`src/hw/rtl/fcca_pkg.sv`:
```
`timescale 1ns / 1ps

package fcca_pkg;

    // Fixed field widths of the stream items.
    localparam int SIZE_W = 22;
    localparam int OP_W   = 2;
    localparam int ST_W   = 2;

    // Operation codes carried on the input tuser.
    localparam logic [OP_W-1:0] OP_ALLOC = 2'd0;
    localparam logic [OP_W-1:0] OP_FREE  = 2'd1;
    localparam logic [OP_W-1:0] OP_READ  = 2'd2;

    // Status codes carried on the output tuser.
    localparam logic [ST_W-1:0] ST_OK      = 2'd0;
    localparam logic [ST_W-1:0] ST_NOFIT   = 2'd1;
    localparam logic [ST_W-1:0] ST_BADHEAD = 2'd2;

    // Result kinds that the controller asks the datapath to build.
    localparam int RES_W = 3;
    localparam logic [RES_W-1:0] RES_NOP      = 3'd0;
    localparam logic [RES_W-1:0] RES_EMPTY    = 3'd1;
    localparam logic [RES_W-1:0] RES_NOFIT    = 3'd2;
    localparam logic [RES_W-1:0] RES_BADHEAD  = 3'd3;
    localparam logic [RES_W-1:0] RES_ALLOC_OK = 3'd4;
    localparam logic [RES_W-1:0] RES_OOB_READ = 3'd5;
    localparam logic [RES_W-1:0] RES_LOOK     = 3'd6;

    // Commands from the controller to the datapath.
    typedef struct packed {
        logic             load;       // latch the accepted input beat
        logic             clr_wr;     // one step of the table clearing pass
        logic             cap;        // register free capacity in bytes
        logic             scan_start; // set up a first-fit scan
        logic             scan;       // one scan step
        logic             tail;       // write the end marker of a new chain
        logic             fetch;      // read the entry at the current cluster
        logic             walk;       // one step of a free walk
        logic             set_res;    // build a result of kind res_kind
        logic [RES_W-1:0] res_kind;
        logic             out_load;   // move the result into the output register
    } t_dp_cmd;

    // Status from the datapath to the controller.
    typedef struct packed {
        logic            clr_last;
        logic [OP_W-1:0] op;
        logic            size_zero;
        logic            too_big;
        logic            head_bad;
        logic            head_oob;
        logic            found;
        logic            last_clu;
        logic            walk_end;
        logic            walk_bad;
        logic            out_free;
    } t_dp_sts;

endpackage

```
`src/hw/rtl/fcca_ctrl.sv`:
```
`timescale 1ns / 1ps

module fcca_ctrl
    import fcca_pkg::*;
(
    input  logic    i_clk,
    input  logic    i_rst_n,
    input  logic    i_s_tvalid,
    output logic    o_s_tready,
    input  t_dp_sts i_sts,
    output t_dp_cmd o_cmd
);

    localparam logic [3:0] S_CLEAR  = 4'd0;
    localparam logic [3:0] S_IDLE   = 4'd1;
    localparam logic [3:0] S_DECODE = 4'd2;
    localparam logic [3:0] S_CMP    = 4'd3;
    localparam logic [3:0] S_SCAN   = 4'd4;
    localparam logic [3:0] S_TAIL   = 4'd5;
    localparam logic [3:0] S_FETCH  = 4'd6;
    localparam logic [3:0] S_WALK   = 4'd7;
    localparam logic [3:0] S_LOOK   = 4'd8;
    localparam logic [3:0] S_OUT    = 4'd9;

    logic [3:0] r_state;
    logic [3:0] n_state;

    // Next state and datapath commands.
    always_comb begin
        n_state    = r_state;
        o_cmd      = '0;
        o_s_tready = 1'b0;
        case (r_state)
            S_CLEAR: begin
                o_cmd.clr_wr = 1'b1;
                if (i_sts.clr_last) begin
                    n_state = S_IDLE;
                end
            end
            S_IDLE: begin
                o_s_tready = 1'b1;
                if (i_s_tvalid) begin
                    o_cmd.load = 1'b1;
                    n_state    = S_DECODE;
                end
            end
            S_DECODE: begin
                o_cmd.cap = 1'b1;
                case (i_sts.op)
                    OP_ALLOC: begin
                        n_state = S_CMP;
                    end
                    OP_FREE: begin
                        if (i_sts.head_bad) begin
                            o_cmd.set_res  = 1'b1;
                            o_cmd.res_kind = RES_BADHEAD;
                            n_state        = S_OUT;
                        end else begin
                            n_state = S_FETCH;
                        end
                    end
                    OP_READ: begin
                        if (i_sts.head_oob) begin
                            o_cmd.set_res  = 1'b1;
                            o_cmd.res_kind = RES_OOB_READ;
                            n_state        = S_OUT;
                        end else begin
                            n_state = S_FETCH;
                        end
                    end
                    default: begin
                        o_cmd.set_res  = 1'b1;
                        o_cmd.res_kind = RES_NOP;
                        n_state        = S_OUT;
                    end
                endcase
            end
            S_CMP: begin
                if (i_sts.size_zero) begin
                    o_cmd.set_res  = 1'b1;
                    o_cmd.res_kind = RES_EMPTY;
                    n_state        = S_OUT;
                end else if (i_sts.too_big) begin
                    o_cmd.set_res  = 1'b1;
                    o_cmd.res_kind = RES_NOFIT;
                    n_state        = S_OUT;
                end else begin
                    o_cmd.scan_start = 1'b1;
                    n_state          = S_SCAN;
                end
            end
            S_SCAN: begin
                o_cmd.scan = 1'b1;
                if (i_sts.found && i_sts.last_clu) begin
                    n_state = S_TAIL;
                end
            end
            S_TAIL: begin
                o_cmd.tail     = 1'b1;
                o_cmd.set_res  = 1'b1;
                o_cmd.res_kind = RES_ALLOC_OK;
                n_state        = S_OUT;
            end
            S_FETCH: begin
                o_cmd.fetch = 1'b1;
                n_state     = (i_sts.op == OP_FREE) ? S_WALK : S_LOOK;
            end
            S_WALK: begin
                o_cmd.walk = 1'b1;
                if (i_sts.walk_end) begin
                    o_cmd.set_res  = 1'b1;
                    o_cmd.res_kind = i_sts.walk_bad ? RES_BADHEAD : RES_EMPTY;
                    n_state        = S_OUT;
                end
            end
            S_LOOK: begin
                o_cmd.set_res  = 1'b1;
                o_cmd.res_kind = RES_LOOK;
                n_state        = S_OUT;
            end
            S_OUT: begin
                if (i_sts.out_free) begin
                    o_cmd.out_load = 1'b1;
                    n_state        = S_IDLE;
                end
            end
            default: begin
                n_state = S_CLEAR;
            end
        endcase
    end

    // State register; reset starts the clearing pass.
    always_ff @(posedge i_clk) begin
        if (!i_rst_n) begin
            r_state <= S_CLEAR;
        end else begin
            r_state <= n_state;
        end
    end

endmodule

```
`config.mk`:
```
export PLATFORM = sky130hd
export DESIGN_NAME = fcca_ctrl
export DESIGN_NICKNAME = d
export VERILOG_FILES = /design/src/hw/rtl/fcca_pkg.sv /design/src/hw/rtl/fcca_ctrl.sv
export SDC_FILE = /design/constraint.sdc
export NUM_CORES = 1
export LEC_CHECK = 0
export BUFFER_PORTS_ARGS = -buffer_cell sky130_fd_sc_hd__buf_2
export CAP_MARGIN = 10
export CORE_MARGIN = 2
export CORE_UTILIZATION = 40
export DETAILED_ROUTE_END_ITERATION = 12
export PLACE_DENSITY_LB_ADDON = 0.15
export SLEW_MARGIN = 20
export SYNTH_ARGS = -nofsm -noshare
export SYNTH_HDL_FRONTEND = slang
export SYNTH_SLANG_ARGS = --single-unit
```
`constraint.sdc`:
```
create_clock -name i_clk -period 2.2 [get_ports i_clk]
set_clock_uncertainty 0.15 [all_clocks]
set_input_delay 0 -clock i_clk [delete_from_list [all_inputs] [get_ports i_clk]]
set_output_delay 0 -clock i_clk [all_outputs]
set_load 0.005 [all_outputs]
```
==> run_results.csv, run 1 <==
group,metric,value,unit
layout,fin_area,810,um^2
timing,hold_ws,27.2,ps
floorplan,start_util,42.0,%
timing,rsz0062_at_grt,"false",
clock_network,htreeDepth,1,
yosys,synth-simple-area-share,39.4,%
floorplan,dieWidth,43.5,um
run_status,outcome,"completed",
power,power_frac_seq,26.3,%
layout,antennaDiodeCount,0,
layout,regMostFlops,"r_state",
critical_path,cp.arrival,1810,ps
yosys,ys.warnings.count,0,
floorplan,row_count,14,
flow_run,max_cap_viol_count,0,
layout,nNetsFinal,135,
timing,period_share,89.0,%
layout,largest_reg_flops,4,
hold_path,min_path_cells,4,
clock_network,cts_tree,"built",
power,p_total,634,uW
critical_path,cp_top_family,"flip-flops",
routing,drc,0,
yosys,syn_area_per_cell,7.03,um^2
timing,finalCriticalPeriod,1960,ps
routing,drtIter0Drc,12,
layout,drive_above_1_share,31.4,%
yosys,synth_top_area_share,12.8,%
critical_path,worstPathMaxFanout,16,
timing,relSlewSlack,66.0,%
placed_design,gp_congestion,0.866,
clock_network,cts.repair.resized,0,
yosys,synthXorXnorAreaFrac,0,%
routing,wl_per_cell,12.8,um
yosys,syn_area,626,um^2
placed_design,dpl.cell_count,129,
yosys,synth_common_cells,"6 x a21oi_1, 6 x inv_1, 6 x nor2_1",
timing,hold_violations,0,
power,p_sw,293,uW
clock_network,insertion_delay,230,ps
power,intPower,342,uW
timing,tightest_slew,510,ps
yosys,synth-compound-area-share,35.6,%
grt,grt_pass1_vias,686,
floorplan,pin_count,29,
yosys,synth-edff-count,0,
grt,grt_antenna_before_repair,0,
timing,worst_slack,241,ps
critical_path,max_stage_delay,630,ps
timing,setup_tns,0,ps
placed_design,placed_area,767,um^2
layout,stdcell_count,134,
clock_network,clk_pin_slew,40,ps
routing,viasPerCell,5.78,
timing,finalSetupViolCount,0,
floorplan,dieArea,1900,um^2
clock_network,post_cts_buffers,0,
yosys,yosysTopAreaCell,"dfxtp_1",
placed_design,post-dp-hpwl,1320,um
grt,grt_use_total,19.6,%
placed_design,port_buffers,28,
power,p_clk_share,13.7,%
routing,detail-route-antenna-nets,0,
layout,synthToLayoutAreaGrowth,29.4,%
timing,fmax,0.511,GHz
power,power_leakage,0.366,nW
power,comb_power_share,60.0,%
yosys,yosys-top-cells-area,"dfxtp_1 13%, nand2b_1 5.0%, nor2b_1 5.0%, a21oi_1 4.8%, nor4b_1 4.2%",
yosys,yosys_most_used_dff,"dfxtp_1",
power,switching_share,46.1,%
clock_network,clockRootBuffer,"clkbuf_4",
clock_network,clock_tree.buffer_depth,2,
yosys,synth_fp_nets,104,
critical_path,cp-start-kind,"register",
grt,grt_start_max_net_pins,18,
critical_path,r2r_cells,4,
yosys,yosysSeqAreaShare,12.8,%
hold_path,hp-class,"input port to register",
yosys,synth_top_family_by_area,"simple AND/OR/NAND/NOR gates",
critical_path,path_class,"register to primary output",
floorplan,coreArea,1490,um^2
critical_path,cp-end-kind,"primary output",
power,power_density,784,nW/um^2
critical_path,path_depth,5,
yosys,muxShareOfSynthArea,3.20,%
routing,vias,774,
critical_path,crit_path_cell_trace,"nand2_1, nor4b_1, a21oi_1, o211ai_1, buf_2",
critical_path,critPathBufInv,1,
grt,grt_pass1_wl,2930,um
routing,first_pass_iters,4,
clock_network,cts_hold_buf,2,
critical_path,worstPathRequired,2050,ps
grt,gr-total-overflow,0,
yosys,synthAdderAreaFrac,0,%
critical_path,slowest_stage,"dfxtp_1",
clock_network,cts_buffers,3,
yosys,synth_cells,89,
power,ir_drop,446,uV
clock_network,cts.sinks,4,
yosys,ys_ff_latch,4,
layout,final_util,54.4,%
routing,finalWirelength,1710,um
timing,maxSlewViolCount,0,
yosys,synthArstFlopShare,0,%
placed_design,place_ws,361,ps
floorplan,die_h,43.5,um
layout,reg_top3,"r_state: 4 flops",
yosys,ys_types,41,
==> layer usage <==
metal  up-vias  routed length [um]  global-route usage [%]
met5         -                   0                       0
met4         0                   0                       0
met3         0                  78                    6.25
met2        21                 781                    31.8
met1       351                 852                    27.0
li1        402                   -                       -
==> power by group through the flow <==
stage                     clock network [mW]  registers (mW)  logic (mW)
after global routing                   0.102           0.176       0.423
final                                 0.0870           0.167       0.380
after floorplan                            0           0.112       0.317
after detailed placement                   0           0.165       0.377
after CTS                             0.0930           0.164       0.381
after global placement                     0           0.167       0.378
==> area by class of cell <==
| cell class | count | area, um^2 |
|---|---|---|
| Fill cell | 158 | 679 |
| Tap cell | 16 | 20.0 |
| Sequential cell | 4 | 80.1 |
| Multi-Input combinational cell | 73 | 489 |
| Clock buffer | 3 | 22.5 |
| Timing Repair Buffer | 32 | 175 |
| Inverter | 6 | 22.5 |
==> path summary, 6_finish.rpt <==
kind                                  from  slack, ps          to
worst max-delay path            r_state[1]        240    o_cmd[2]
worst min-delay path              i_sts[7]         30  r_state[2]
worst max register to register  r_state[0]        360  r_state[3]
worst min register to register  r_state[2]        510  r_state[2]
==> cell usage in the layout, fill, tap and decap left out, drive strengths merged <==
master	count
a211oi	1
a21boi	1
a21o	1
a21oi	7
a22o	1
a311oi	1
a31oi	1
a32o	2
and2	2
and3	1
buf	30
clkbuf	3
dfxtp	4
dlygate4sd3	2
inv	6
mux2i	2
nand2	5
nand2b	5
nand3	2
nand3b	1
nand4	1
nand4b	1
nor2	6
nor2b	5
nor3	3
nor3b	2
nor4	1
nor4b	3
o2111ai	2
o211a	1
o211ai	1
o21ai	3
o22ai	3
o2bb2ai	1
o31ai	2
o32ai	2
or2	1
or3	1
or4	1
==> cell families (layout without fill, tap and decap cells) <==
group	count (synthesis)	after routing
AOI/OAI and AO/OA	30	30
muxes	2	2
buffers and inverters	12	41
DFF	4	4
and+or+nand+nor	41	41
==> tightest hold or removal path: stages <==
cell,delay (ps)
buf_2,100
o21ai_0,70
o2111ai_1,110
a21boi_1,70
(Power assumes the default switching activity.)
==> run 2, diff against run 1 <==
- CTS_BUF_LIST: default -> sky130_fd_sc_hd__clkbuf_16
- CTS_CLUSTER_SIZE: default -> 10
==> run_results.csv, run 2 (synthesis results as in run 1) <==
group,metric,value,unit
run_status,outcome,"completed",
layout,antennaDiodeCount,0,
critical_path,crit_path_cell_trace,"nand2_1, nor4b_1, a21oi_1, o211ai_1, buf_2",
power,switching_share,37.7,%
layout,fin_area,862,um^2
power,comb_power_share,46.2,%
routing,vias,772,
power,power_frac_seq,20.3,%
timing,period_share,88.6,%
layout,final_common_cell,"buf_2",
timing,rsz0062_at_grt,"false",
timing,relSlewSlack,65.9,%
critical_path,cp_top_family,"flip-flops",
timing,maxSlewViolCount,0,
floorplan,die_h,43.5,um
floorplan,pin_count,29,
layout,final_cell_mix,"28 x buf_2, 6 x inv_1, 6 x nor2_1, 6 x a21oi_1",
critical_path,cp.arrival,1800,ps
routing,detail-route-antenna-nets,0,
power,power_density,954,nW/um^2
critical_path,worstPathRequired,2050,ps
layout,drive_above_1_share,31.4,%
grt,grt_start_max_net_pins,18,
timing,setup_tns,0,ps
layout,multi_input_area,489,um^2
timing,hold_violations,0,
timing,fmax,0.513,GHz
routing,drc,0,
placed_design,post-dp-hpwl,1320,um
placed_design,dpl.cell_count,129,
routing,drtIter0Drc,12,
layout,synthToLayoutAreaGrowth,37.8,%
clock_network,cts_buffers,3,
critical_path,path_class,"register to primary output",
timing,tightest_slew,511,ps
floorplan,dieArea,1900,um^2
floorplan,row_count,14,
routing,finalWirelength,1720,um
layout,final_util,57.9,%
clock_network,cts.sinks,4,
placed_design,port_buffers,28,
layout,area.sequential,80.1,um^2
clock_network,clk_pin_slew,30,ps
power,intPower,513,uW
clock_network,clock_tree.buffer_depth,2,
grt,grt_pass1_vias,688,
layout,largest_reg_flops,4,
routing,wl_per_cell,12.9,um
grt,gr-total-overflow,0,
grt,grt_antenna_before_repair,0,
timing,finalCriticalPeriod,1950,ps
critical_path,cp-start-kind,"register",
clock_network,clockRootBuffer,"clkbuf_16",
flow_run,max_cap_viol_count,0,
grt,grt_pass1_wl,2950,um
critical_path,cp-end-kind,"primary output",
critical_path,critPathBufInv,1,
power,ir_drop,758,uV
critical_path,worstPathMaxFanout,16,
placed_design,gp_congestion,0.866,
layout,regMostFlops,"r_state",
clock_network,cts_tree,"built",
placed_design,place_ws,361,ps
clock_network,htreeDepth,1,
power,p_sw,310,uW
clock_network,post_cts_buffers,0,
clock_network,insertion_delay,220,ps
layout,nNetsFinal,135,
power,p_total,823,uW
routing,viasPerCell,5.76,
floorplan,start_util,42.0,%
power,p_clk_share,33.4,%
grt,grt_use_total,19.6,%
layout,reg_top3,"r_state: 4 flops",
critical_path,slowest_stage,"dfxtp_1",
layout,fillers,149,
floorplan,dieWidth,43.5,um
timing,worst_slack,251,ps
routing,first_pass_iters,4,
timing,hold_ws,37.3,ps
floorplan,coreArea,1490,um^2
critical_path,max_stage_delay,630,ps
layout,stdcell_count,134,
placed_design,placed_area,767,um^2
power,power_leakage,0.389,nW
timing,finalSetupViolCount,0,
hold_path,hp-class,"input port to register",
run 2: cell counts in the layout (fill, tap and decap cells not counted):
Identical to the previous run, type by type.
run 2: final cells by class:
cell class,count,area share (%)
multi-input combinational,73,56.7
timing repair buffer,32,20.3
sequential,4,9.29
clock buffer,3,8.71
inverter,6,2.61
tap,16,2.32
run 2: power by group through the flow:
stage | Clock [mW] | Combinational (mW) | Sequential (mW)
2_1_floorplan | 0 | 0.317 | 0.112
3_3_place_gp | 0 | 0.378 | 0.167
3_5_place_dp | 0 | 0.377 | 0.165
4_1_cts | 0.282 | 0.381 | 0.164
5_1_grt | 0.292 | 0.424 | 0.176
6_report | 0.275 | 0.380 | 0.167
run 2: worst min-delay path: stages:
cell and delay, ps:
buf_2 100, o21ai_0 70, o2111ai_1 110, a21boi_1 70
run 2: routing by layer:
| layer | global-route usage, % | share of wire (%) |
|---|---|---|
| met1 | 27.8 | 49 |
| met3 | 5.00 | 5.2 |
| met4 | 0 | 0 |
| met5 | 0 | 0 |
| met2 | 31.8 | 45 |
run 2: final timing paths:
kind                            startpoint         end  slack (ps)  cells past startpoint
worst max-delay path            r_state[1]    o_cmd[2]         250                      5
worst min-delay path              i_sts[7]  r_state[2]          40                      4
worst max register to register  r_state[0]  r_state[3]         360                      4
worst min register to register  r_state[2]  r_state[2]         510                      2
run 2: repair_timing:
item	CTS	global route
hold buffers	2	0
gates resized for setup	0	0
hold endpoints to repair	3	0
==> run 3, diff against run 2 <==
- ABC_AREA: default -> 1
- MAX_ROUTING_LAYER: default -> met4
==> run_results.csv, run 3 <==
group,metric,value,unit
yosys,yosysTopAreaCell,"nand2_1",
floorplan,pin_count,29,
placed_design,port_buffers,28,
routing,first_pass_iters,4,
clock_network,htreeDepth,1,
power,intPower,469,uW
layout,antennaDiodeCount,0,
layout,fillers,143,
timing,worst_slack,103,ps
layout,final_common_cell,"nand2_1",
layout,regMostFlops,"r_state",
yosys,syn_area,548,um^2
timing,finalCriticalPeriod,2100,ps
critical_path,r2r_slack,100,ps
power,power_frac_seq,14.9,%
yosys,synthArstFlopShare,0,%
yosys,syn_area_per_cell,5.12,um^2
yosys,synth_most_common_cell,"nand2_1",
routing,wl_per_cell,11.0,um
floorplan,die_h,41.0,um
floorplan,coreArea,1280,um^2
yosys,synth_fp_nets,122,
yosys,yosys_most_used_dff,"dfxtp_1",
critical_path,worstPathRequired,2220,ps
hold_path,min_to,"r_state[1]",
grt,grt_antenna_before_repair,0,
yosys,ys_ff_latch,4,
critical_path,cp-end-kind,"register",
layout,final_cell_mix,"29 x nand2_1, 28 x buf_2, 22 x inv_1",
timing,hold_violations,0,
yosys,synth_common_cells,"29 x nand2_1, 22 x inv_1, 16 x nor2_1",
hold_path,hold_start,"i_sts[2]",
grt,gr-total-overflow,0,
grt,grt_pass1_wl,2490,um
routing,drc,0,
layout,final_util,63.0,%
power,ir_drop,704,uV
floorplan,dieWidth,41.0,um
placed_design,gp_congestion,0.826,
critical_path,worstPathMaxFanout,6,
timing,relSlewSlack,76.3,%
clock_network,insertion_delay,230,ps
yosys,yosysSeqAreaShare,14.6,%
yosys,synth-edff-count,0,
clock_network,cts.sinks,4,
clock_network,clock_tree.buffer_depth,2,
layout,fin_area,810,um^2
placed_design,post-dp-hpwl,1290,um
yosys,ys.warnings.count,0,
grt,grt_use_total,23.7,%
floorplan,dieArea,1680,um^2
layout,drive_above_1_share,30.0,%
routing,finalWirelength,1700,um
grt,grt_pass1_vias,617,
critical_path,cp-start-kind,"register",
timing,finalSetupViolCount,0,
floorplan,start_util,42.6,%
placed_design,placed_area,707,um^2
critical_path,timing.rr.end,"r_state[3]",
yosys,synth_top_area_share,19.9,%
timing,setup_tns,0,ps
yosys,synth_cells,107,
hold_path,min_path_cells,4,
routing,detail-route-antenna-nets,0,
power,comb_power_share,47.6,%
layout,synthToLayoutAreaGrowth,47.7,%
power,power_density,961,nW/um^2
timing,rsz0062_at_grt,"false",
critical_path,path_class,"register to register",
clock_network,cts_buffers,3,
clock_network,clk_pin_slew,30,ps
layout,largest_reg_flops,4,
critical_path,cp.arrival,2110,ps
critical_path,r2r_cells,8,
timing,hold_ws,9.74,ps
flow_run,max_cap_viol_count,0,
routing,vias,774,
floorplan,row_count,13,
timing,maxSlewViolCount,0,
hold_path,hp-class,"input port to register",
layout,nNetsFinal,157,
clock_network,cts_tree,"built",
timing,fmax,0.477,GHz
power,p_sw,308,uW
timing,period_share,95.3,%
yosys,ys_types,18,
critical_path,worstReg2RegStart,"r_state[0]",
run_status,outcome,"completed",
clock_network,clockRootBuffer,"clkbuf_16",
grt,grt_start_max_net_pins,8,
timing,tightest_slew,354,ps
power,p_clk_share,37.5,%
routing,drtIter0Drc,26,
layout,reg_top3,"r_state: 4 flops",
placed_design,place_ws,666,ps
power,switching_share,39.6,%
power,power_leakage,0.527,nW
yosys,yosys-top-cells-area,"nand2_1 20%, inv_1 15%, dfxtp_1 15%, nor2_1 11%, nand3_1 9.1%",
routing,viasPerCell,4.99,
==> run 3: cell types whose count changed after synthesis, sizes merged, moves of 4 or more <==
cell | before | now
nand2b | 5 | 0
nand2 | 5 | 33
inv | 6 | 23
nand3 | 2 | 11
buf | 4 | 0
nor2 | 6 | 20
nor2b | 5 | 0
==> run 3: critical path, stage by stage (launching register included) <==
cell and delay (ps):
dfxtp_1 350, nor2_1 320, nand3_1 180, nand3_1 160, nor2_1 50, nand2_1 60
nand2_1 40, a21oi_1 140, dlygate4sd3_1 580
==> run 3: cells by family (layout without fill, tap and decap cells) <==
kind of cell | Yosys count | in the layout | synth area share [%]
AND/OR/NAND/NOR | 68 | 68 | 57.1
buffers and inverters | 23 | 56 | 15.8
AO/OA/AOI/OAI | 12 | 12 | 12.6
flip-flops | 4 | 4 | 14.6
==> run 3: layer usage <==
metal / vias up / global-route usage [%] / part of all wire (%)
met3: 3 / 4.89 / 7.2
met5: - / - / 0
li1: 405 / - / -
met1: 339 / 28.1 / 43
met2: 27 / 39.5 / 48
met4: 0 / 7.50 / 1.2
==> run 3: what timing repair did <==
action	4_1_cts	5_1_grt
hold buffers	2	0
endpoints found under the setup margin	0	1
endpoints found under the hold margin	4	0
gates resized for setup	0	2
buffers inserted	0	0
==> run 3: layout make-up <==
| type | instances | area [um^2] | share of cell area, % |
|---|---|---|---|
| inverter | 23 | 86.3 | 10.7 |
| timing repair buffer | 30 | 160 | 19.8 |
| multi-input combinational | 80 | 389 | 48.1 |
| tap | 15 | 18.8 | 2.32 |
| sequential | 4 | 80.1 | 9.89 |
| clock buffer | 3 | 75.1 | 9.27 |
==> run 3: stage by stage <==
stage               instances  total power, mW
global placement          150            0.470
floorplan                 107            0.363
detailed placement        150            0.471
CTS                       155            0.773
global route              155            0.835
finish                    155            0.778
==> run 3: how the worst max path moves through the flow <==
stage                from          to  cells past startpoint
3_3_place_gp   r_state[3]  r_state[2]                      7
2_1_floorplan  r_state[3]  r_state[0]                      9
5_1_grt        r_state[3]  r_state[3]                      9
4_1_cts        r_state[1]  r_state[3]                      9
6_report       r_state[0]  r_state[3]                      8
3_5_place_dp   r_state[3]  r_state[2]                      7
==> run 3: power groups by stage <==
stage	Sequential, mW	Combinational [mW]	Clock, mW
floorplan	0.109	0.254	0
global placement	0.113	0.358	0
detailed placement	0.114	0.357	0
CTS	0.113	0.366	0.295
global route	0.118	0.420	0.296
finish	0.116	0.370	0.292
